### src/rtl/vn_pkg.sv
package vn_pkg;

  // pipeline depths
  localparam int unsigned DivStages  = 29;
  localparam int unsigned SqrtStages = 16;
  // input, square and sum registers, then the two units, then the output register
  localparam int unsigned Latency    = 3 + DivStages + SqrtStages + 1;

  typedef struct packed {
    logic signed [15:0] vec_x;
    logic signed [15:0] vec_y;
    logic signed [15:0] vec_z;
  } in_t;

  typedef struct packed {
    logic signed [15:0] unit_x;
    logic signed [15:0] unit_y;
    logic signed [15:0] unit_z;
    logic        [15:0] length;
    logic               zero_vector;
  } out_t;

  // per-item sideband carried next to the arithmetic
  typedef struct packed {
    logic [2:0] neg;
    logic       zero;
  } side_t;

  typedef struct packed {
    logic [16:0] rem;
    logic [15:0] root;
  } sqrt_st_t;

  // one digit of the restoring square root: bring in two radicand bits
  function automatic sqrt_st_t sqrt_step(input logic [16:0] rem, input logic [15:0] root,
                                         input logic [1:0] pair);
    logic [18:0] rem_in;
    logic [18:0] trial;
    sqrt_st_t    res;
    rem_in = {rem, pair};
    trial  = {1'b0, root, 2'b01};
    if (rem_in >= trial) begin
      res.rem  = 17'(rem_in - trial);
      res.root = {root[14:0], 1'b1};
    end else begin
      res.rem  = rem_in[16:0];
      res.root = {root[14:0], 1'b0};
    end
    return res;
  endfunction

endpackage

### src/rtl/vn_sqrt.sv
module vn_sqrt (
  input  logic        clk_i,
  input  logic [31:0] rad_i,
  output logic [15:0] root_o
);

  logic [31:0]       rad_q [vn_pkg::SqrtStages];
  vn_pkg::sqrt_st_t  st_q  [vn_pkg::SqrtStages];

  // one root bit per stage, radicand consumed two bits at a time from the top
  for (genvar g = 0; g < vn_pkg::SqrtStages; g++) begin : g_stage
    logic [31:0]      rad_in;
    vn_pkg::sqrt_st_t st_in;

    if (g == 0) begin : g_first
      assign rad_in = rad_i;
      assign st_in  = '0;
    end else begin : g_next
      assign rad_in = rad_q[g-1];
      assign st_in  = st_q[g-1];
    end

    always_ff @(posedge clk_i) begin
      rad_q[g] <= {rad_in[29:0], 2'b00};
      st_q[g]  <= vn_pkg::sqrt_step(st_in.rem, st_in.root, rad_in[31:30]);
    end
  end

  assign root_o = st_q[vn_pkg::SqrtStages-1].root;

endmodule

### config.mk
export PLATFORM = sky130hd
export DESIGN_NAME = vn_sqrt
export DESIGN_NICKNAME = d
export VERILOG_FILES = /design/src/rtl/vn_pkg.sv /design/src/rtl/vn_sqrt.sv
export SDC_FILE = /design/constraint.sdc
export NUM_CORES = 1
export LEC_CHECK = 0
export BUFFER_PORTS_ARGS = -buffer_cell sky130_fd_sc_hd__buf_2
export CAP_MARGIN = 5
export CORE_MARGIN = 2
export CORE_UTILIZATION = 60
export DETAILED_ROUTE_END_ITERATION = 6
export PLACE_DENSITY = 0.89
export SKIP_LAST_GASP = 1
export SLEW_MARGIN = 15
export SYNTH_ARGS = -nofsm -noshare
export SYNTH_HDL_FRONTEND = slang
export SYNTH_SLANG_ARGS = --single-unit
### constraint.sdc
create_clock -name clk_i -period 3 [get_ports clk_i]
set_clock_uncertainty 0.05 [all_clocks]
set_input_delay 0.75 -clock clk_i [delete_from_list [all_inputs] [get_ports clk_i]]
set_output_delay 0.75 -clock clk_i [all_outputs]
set_load 0.01 [all_outputs]
==> results of run 1 <==
## cell type report
class / instances / area, sq um / area share [%]
sequential: 613 / 12270 / 49.09
multi-input combinational: 1283 / 8895 / 35.58
clock buffer: 75 / 1574 / 6.296
inverter: 194 / 729.5 / 2.918
tap: 468 / 585.6 / 2.342
clock inverter: 29 / 509.2 / 2.037
timing repair buffer: 72 / 432.9 / 1.732
antenna: 1 / 2.502 / 0.01001
## metrics by stage
stage | setup WS, ns | hold slack (ns) | instance area, sq um | power [mW]
finish | 0.1265 | 0.1463 | 25000 | 23.12
global route | 0.01416 | 0.1183 | 25000 | 24.20
global placement | 0.2332 | 0.2597 | 22890 | 14.98
detailed placement | 0.2159 | 0.2621 | 22890 | 15.20
CTS | 0.1177 | 0.1110 | 24980 | 23.13
floorplan | 0.6210 | 0.2596 | 21990 | 13.95
## worst max-delay path: cells and delay by family (launching register included)
family	cells	cell delay (ns)
buf+inv	1	0.06
flops	1	0.35
simple gates	2	0.51
compound gates	5	1.42
fa+ha+maj	1	0.36
## cell usage in the layout (no fill, tap or decap), drive strengths merged, types with 72 or more instances in the layout
cell type,count
dfxtp,613
inv,192
ha,152
nor2,142
nand2,117
o21ai,117
a21oi,110
xnor2,83
xor2,79
clkbuf,75
buf,72
## worst max path at each step
stage                            start      endpoint  slack [ns]  cells after the start
after global routing       st_q[1][99]  st_q[1][160]        0.01                      9
final                      st_q[1][99]  st_q[1][160]        0.13                      9
after global placement    st_q[1][174]  st_q[1][220]        0.23                      8
after CTS                 st_q[1][165]  st_q[1][230]        0.12                      9
after floorplan            st_q[1][36]   st_q[1][91]        0.62                      9
after detailed placement  st_q[1][165]  st_q[1][230]        0.22                      9
## registers in the layout, indices dropped and copies added (netlist names)
register / flops
rad_q: 240
st_q: 373
## cell families (layout without fill, tap and decap cells)
| family | count (synthesis) | after routing |
|---|---|---|
| AO/OA/AOI/OAI | 422 | 422 |
| XOR/XNOR | 162 | 162 |
| other | 1 | 2 |
| multiplexers | 25 | 25 |
| flip-flops | 613 | 613 |
| AND/OR/NAND/NOR | 521 | 521 |
| buffers and inverters | 221 | 370 |
| adder cells (fa/ha/maj) | 152 | 152 |
## power by group
group          internal [mW]  switching [mW]
Sequential              9.64           0.994
Combinational           2.07            2.57
Clock                   4.67            3.17
## per-layer routing
layer,vias to the layer above,share of wire (%)
met2,546,50
met4,0,4.0
met3,149,5.2
met1,7171,41
li1,7442,-
met5,-,0
## what timing repair did
| item | in CTS | in global routing |
|---|---|---|
| resized for setup | 0 | 3 |
| endpoints found under the setup margin | 0 | 20 |
| hold buffers | 0 | 0 |
==> impl_summary.log, run 1 <==
INFO  metric final_nets = 2406
INFO  metric synth_area_per_cell = 10.39 sq um
INFO  metric drive_gt1_share = 8.870%
INFO  metric tritoncts.num_buffers = 57
INFO  metric synth_top_family_by_area = compound AO/OA/AOI/OAI gates
INFO  metric fp.dieW = 195.5 um
INFO  metric cts_root_cell = sky130_fd_sc_hd__clkbuf_16
INFO  metric max_cap_viol_count = 0
INFO  metric synth-seq-area-share = 55.79%
INFO  metric portBuffers = 48
INFO  metric avgViaCountPerCell = 5.597
INFO  metric power_per_cell_area = 925.0 mW/mm^2
INFO  metric ir_drop = 0.8571 mV
INFO  metric groute.layer.met1.usage = 29.72%
INFO  metric max_slew_margin = 35.49%
INFO  metric grt_start_max_net_pins = 22
INFO  metric grt_pass1_vias = 15704
INFO  metric clock_sink_count = 613
INFO  metric r2r_end = st_q[1][160]
INFO  metric htree_levels = 2
INFO  metric hold_viol = 0
INFO  metric crit_path_cell_trace = inv_1 -> ha_1 -> nor2b_1 -> o31ai_1 -> a21oi_1 -> o21ai_0 -> a21boi_0 -> or3_1 -> a31o_2
INFO  metric critical_path_max_stage_delay = 0.43 ns
INFO  metric ys_top_cells_by_area = sky130_fd_sc_hd__dfxtp_1 56%, sky130_fd_sc_hd__ha_1 8.6%, sky130_fd_sc_hd__xnor2_1 3.3%
INFO  metric final_core_util = 68.78%
INFO  metric die-area = 0.03820 sq mm
INFO  metric hold_path_startpoint = rad_i[14]
INFO  metric routed_wirelength = 47.89 mm
INFO  metric grt_setup_unrepaired = no
INFO  metric die_y = 195.5 um
INFO  metric synth-compound-area-share = 12.18%
INFO  metric hold_path.class = input pin to flip-flop
INFO  metric synth_top_cell_by_area = sky130_fd_sc_hd__dfxtp_1
INFO  metric min_to = rad_q[0][14]
INFO  metric critical_path_class = flip-flop to flip-flop
INFO  metric min_period_over_period = 95.78%
INFO  metric share_of_synthesized_area_spent_on_multiplexers = 1.229%
INFO  metric worst_r2r_setup_slack = 0.13 ns
INFO  metric start_util = 60.51%
INFO  metric track_usage = 25.25%
INFO  metric maxSlewViolCount = 0
INFO  metric ff2ff_path_depth = 9
INFO  metric grt.overflow.total = 0
INFO  metric dp_hpwl = 30.77 mm
INFO  metric num-fill-cells = 2362
INFO  metric drc_errors = 0
INFO  metric clkLatencyLatePin = 0.65 ns
INFO  metric detail_route.first_pass.iterations = 6
INFO  metric global_route_wire_length_before_repair = 77.87 mm
INFO  metric timing_worst_slew_pin_value = 0.9432 ns
INFO  metric synthSimpleGateAreaFrac = 11.74%
INFO  metric area_growth_syn_to_layout = 13.66%
INFO  metric asyncSetResetFlopFracSynth = 0%
INFO  metric post_synth_instance_area = 0.02199 sq mm
INFO  metric crit-reg2reg-launch = st_q[1][99]
INFO  metric synth_edf_count = 0
INFO  metric worst_setup_path_end_kind = flip-flop
INFO  metric post_cts_buffers = 0
INFO  metric place_inst = 2630
INFO  metric synth.top_cell.area_share = 55.79%
INFO  metric yosys.area_share.xor_xnor = 6.451%
INFO  metric yosysMostFrequentCell = sky130_fd_sc_hd__dfxtp_1
INFO  metric max_freq = 348.0 MHz
INFO  metric ios = 49
INFO  metric worst_ep_arrival_time = 3.34 ns
INFO  metric final_cell_count_no_fill = 2735
INFO  metric grtUsageMet2 = 45.40%
INFO  metric yosys_most_used_dff = sky130_fd_sc_hd__dfxtp_1
INFO  metric power_leakage = 11.89 nW
INFO  metric totalNegativeSetupSlack = 0 ns
INFO  metric critical_path.max_fanout = 4
INFO  metric hold-path-cell-count = 1
INFO  metric ys_types = 74
INFO  metric globalRoute.busiestLayer = met2
INFO  metric globalRouteMet3Util = 3.592%
INFO  metric ys_warn_count = 0
INFO  metric initial_antenna_violation_count = 0
INFO  metric gp_routability_congestion = 0.9171
INFO  metric synthesis.nets = 2302
INFO  metric clock_tree_from_tritoncts = done
INFO  metric maximum_clock_insertion_buffer_count = 3
INFO  metric synth_commonest_cells = 613 x sky130_fd_sc_hd__dfxtp_1, 190 x sky130_fd_sc_hd__inv_1, 152 x sky130_fd_sc_hd__ha_1
INFO  metric clkTransAtPathRegs = 0.07 ns
INFO  metric detailedRoute.firstIterationViolations = 833
INFO  metric coreArea = 0.03635 sq mm
INFO  metric synthAdderAreaFrac = 8.647%
INFO  metric flip_flop_and_latch_count_after_synthesis = 613
INFO  metric setup_violations = 0
INFO  metric wire_length_per_cell_after_detailed_routing = 17.51 um
INFO  metric antenna_violating_nets_post_route = 0
INFO  metric worstSetupStartpointType = flip-flop
INFO  metric dr_total_vias = 15308
INFO  metric timing.critical_path.slowest_stage_cell = sky130_fd_sc_hd__o31ai_1
INFO  metric period_minus_slack = 2.873 ns
INFO  metric run_status = complete, no violations
INFO  metric num_rows = 70
INFO  metric worstPathRequired = 3.47 ns
INFO  metric synth_cells = 2117
Power figures use the tool's default switching activity.
==> run 2: changes to the inputs <==
Settings changed: SETUP_SLACK_MARGIN from default to 0.2.
==> run 2 against run 1 <==
Effect of this change:
- design area up 0.57%
- clock-buffer cell count stayed put
- setup slack better by 0.15 ns
- die area stayed put
- cell count is essentially flat
- global-route usage about the same
- sequential cell count is the same
- sequential share of layout area decreased by 0.28 points
- via count rose by 0.32%
- largest cell class unchanged
==> impl_summary.log, run 2 (same netlist as run 1, synthesis figures left out) <==
INFO  metric detail_route.first_pass.iterations = 6 (unchanged)
INFO  metric critical_path.max_fanout = 10 (was 4)
INFO  metric grt_start_max_net_pins = 22 (unchanged)
INFO  metric maxSlewViolCount = 0 (unchanged)
INFO  metric largest_registers = st_q x373, rad_q x240 (unchanged)
INFO  metric clock_sink_count = 613 (unchanged)
INFO  metric dr_total_vias = 15357 (was 15308)
INFO  metric run_status = complete, no violations (unchanged)
INFO  metric die-area = 0.03820 sq mm (unchanged)
INFO  metric die_y = 195.5 um (unchanged)
INFO  metric totalNegativeSetupSlack = 0 ns (unchanged)
INFO  metric layout.cells.most_common_list = 613 x sky130_fd_sc_hd__dfxtp_1, 190 x sky130_fd_sc_hd__inv_1, 152 x sky130_fd_sc_hd__ha_1, 142 x sky130_fd_sc_hd__nor2_1, 116 x sky130_fd_sc_hd__nand2_1 (was 613 x sky130_fd_sc_hd__dfxtp_1, 190 x sky130_fd_sc_hd__inv_1, 152 x sky130_fd_sc_hd__ha_1, 142 x sky130_fd_sc_hd__nor2_1, 117 x sky130_fd_sc_hd__nand2_1)
INFO  metric multiInputGateArea = 0.009004 sq mm (was 0.008895 sq mm)
INFO  metric num_rows = 70 (unchanged)
INFO  metric clock_tree_from_tritoncts = done (unchanged)
INFO  metric initial_antenna_violation_count = 0 (unchanged)
INFO  metric tritoncts.num_buffers = 57 (unchanged)
INFO  metric top_register = st_q (unchanged)
INFO  metric period_minus_slack = 2.725 ns (was 2.873 ns)
INFO  metric worstPathRequired = 3.45 ns (was 3.47 ns)
INFO  metric critical_path_class = flip-flop to flip-flop (unchanged)
INFO  metric globalRouteMet3Util = 3.541% (was 3.592%)
INFO  metric grt.overflow.total = 0 (unchanged)
INFO  metric hold_path.class = input pin to flip-flop (unchanged)
INFO  metric pwr-share-clk = 33.8% (was 33.9%)
INFO  metric hold_viol = 0 (unchanged)
INFO  metric drive_gt1_share = 9.916% (was 8.870%)
INFO  metric place_inst = 2630 (unchanged)
INFO  metric layout.cells.most_common = sky130_fd_sc_hd__dfxtp_1 (unchanged)
INFO  metric htree_levels = 2 (unchanged)
INFO  metric crit_path_cell_trace = inv_1 -> ha_1 -> o21a_1 -> o21ai_1 -> a21oi_1 -> nor4_1 -> nand2_1 -> buf_4 -> nand3_1 -> o21ai_0 (was inv_1 -> ha_1 -> nor2b_1 -> o31ai_1 -> a21oi_1 -> o21ai_0 -> a21boi_0 -> or3_1 -> a31o_2)
INFO  metric min_period_over_period = 90.85% (was 95.78%)
INFO  metric totalPowerFinal = 23.20 mW (was 23.12 mW)
INFO  metric critical_path_max_stage_delay = 0.37 ns (was 0.43 ns)
INFO  metric max_slew_margin = 37.88% (was 35.49%)
INFO  metric timing.critical_path.slowest_stage_cell = sky130_fd_sc_hd__ha_1 (was sky130_fd_sc_hd__o31ai_1)
INFO  metric coreArea = 0.03635 sq mm (unchanged)
INFO  metric fp.dieW = 195.5 um (unchanged)
INFO  metric final_nets = 2409 (was 2406)
INFO  metric grt_setup_unrepaired = yes (was no)
INFO  metric global_route_wire_length_before_repair = 77.88 mm (was 77.87 mm)
INFO  metric swShare = 29.23% (was 29.13%)
INFO  metric final_core_util = 69.17% (was 68.78%)
INFO  metric portBuffers = 48 (unchanged)
INFO  metric largest_register_ff_count = 373 (unchanged)
INFO  metric max_freq = 366.9 MHz (was 348.0 MHz)
INFO  metric power_leakage = 11.93 nW (was 11.89 nW)
INFO  metric worstSetupStartpointType = flip-flop (unchanged)
INFO  metric dp_hpwl = 30.77 mm (unchanged)
INFO  metric grt_pass1_vias = 15721 (was 15704)
INFO  metric wire_length_per_cell_after_detailed_routing = 17.60 um (was 17.51 um)
INFO  metric power_frac_comb = 20.3% (was 20.1%)
INFO  metric antenna_violating_nets_post_route = 0 (unchanged)
INFO  metric globalRoute.busiestLayer = met2 (unchanged)
INFO  metric area.sequential = 0.01227 sq mm (unchanged)
INFO  metric num-fill-cells = 2335 (was 2362)
INFO  metric worst_ep_arrival_time = 3.17 ns (was 3.34 ns)
INFO  metric worst_setup_path_end_kind = flip-flop (unchanged)
INFO  metric clkTransAtPathRegs = 0.07 ns (about the same)
INFO  metric drc_errors = 0 (unchanged)
INFO  metric maximum_clock_insertion_buffer_count = 3 (unchanged)
INFO  metric power_per_cell_area = 922.9 mW/mm^2 (was 925.0 mW/mm^2)
INFO  metric gp_routability_congestion = 0.9171 (unchanged)
INFO  metric timing_worst_slew_pin_value = 0.9083 ns (was 0.9432 ns)
INFO  metric final_cell_count_no_fill = 2737 (was 2735)
INFO  metric power.internal = 16.42 mW (was 16.39 mW)
INFO  metric ios = 49 (unchanged)
INFO  metric power_switching = 6.782 mW (was 6.737 mW)
INFO  metric start_util = 60.51% (unchanged)
INFO  metric cts_root_cell = sky130_fd_sc_hd__clkbuf_16 (unchanged)
INFO  metric clkLatencyLatePin = 0.65 ns (about the same)
INFO  metric cts_hold_buf = 0 (unchanged)
INFO  metric sequentialPowerShare = 45.9% (was 46.0%)
INFO  metric groute.layer.met1.usage = 29.69% (was 29.72%)
INFO  metric max_cap_viol_count = 0 (unchanged)
INFO  metric detailedRoute.firstIterationViolations = 1009 (was 833)
INFO  metric antenna_cells = 0 (was 1)
INFO  metric routed_wirelength = 48.17 mm (was 47.89 mm)
INFO  metric area_growth_syn_to_layout = 14.31% (was 13.66%)
INFO  metric track_usage = 25.25% (about the same)
INFO  metric grtUsageMet2 = 45.49% (was 45.40%)
INFO  metric avgViaCountPerCell = 5.611 (was 5.597)
INFO  metric setup_violations = 0 (unchanged)
INFO  metric ir_drop = 0.8575 mV (was 0.8571 mV)
## run 2: changes by cell type in the layout (fill, tap and decap cells not counted), sizes merged
cell,previous run,this run
buf,72,75
diode,1,0
## run 2: per-layer routing
layer | wire [um] | vias up
met3 | 2334 | 157
li1 | - | 7454
met5 | 0 | -
met4 | 1948 | 0
met2 | 24020 | 514
met1 | 19870 | 7232
## run 2: cell type report
class | instances | area share, %
inverters | 194 | 2.901
clock buffers | 75 | 6.261
clock inverters | 29 | 2.025
multi-input cells | 1283 | 35.81
flip-flops and latches | 613 | 48.81
well taps | 468 | 2.329
repair buffers | 75 | 1.861
## run 2: worst max-delay path: cells and delay by family, from the launching register on
kind                     cells  cell delay [ns]
adder cells (fa/ha/maj)      1             0.37
flip-flops                   1             0.34
AND/OR/NAND/NOR              3             0.78
buffers and inverters        2             0.30
AO/OA/AOI/OAI                4             0.76
## run 2: power groups by stage
stage / registers (mW) / clock network, mW / logic, mW
after detailed placement: 10.8 / 0 / 4.43
after global placement: 10.7 / 0 / 4.26
after floorplan: 10.4 / 0 / 3.51
after global routing: 10.8 / 8.24 / 5.26
after CTS: 10.6 / 7.94 / 4.58
final: 10.6 / 7.84 / 4.72
## run 2: stage by stage
stage | instance area (sq um) | hold WS [ns] | worst slack, ns
2_1_floorplan | 21990 | 0.2596 | 0.6210
3_3_place_gp | 22890 | 0.2597 | 0.2332
3_5_place_dp | 22890 | 0.2621 | 0.2159
4_1_cts | 24990 | 0.1110 | 0.2144
5_1_grt | 25140 | 0.1183 | 0.1477
6_report | 25140 | 0.1457 | 0.2745
## run 2: timing repair
item / CTS / global route
pin swaps: 0 / 3
resized for setup: 4 / 24
setup buffers: 0 / 3
setup endpoints to repair: 6 / 68
## run 2: path summary, 6_finish.rpt
path	from	endpoint	slack, ns	cells past startpoint
setup / recovery	st_q[0][132]	st_q[0][184]	0.27	10
hold / removal	rad_i[14]	rad_q[0][14]	0.15	1
setup reg to reg	st_q[0][132]	st_q[0][184]	0.27	10
hold reg to reg	st_q[1][0]	st_q[1][34]	0.26	0
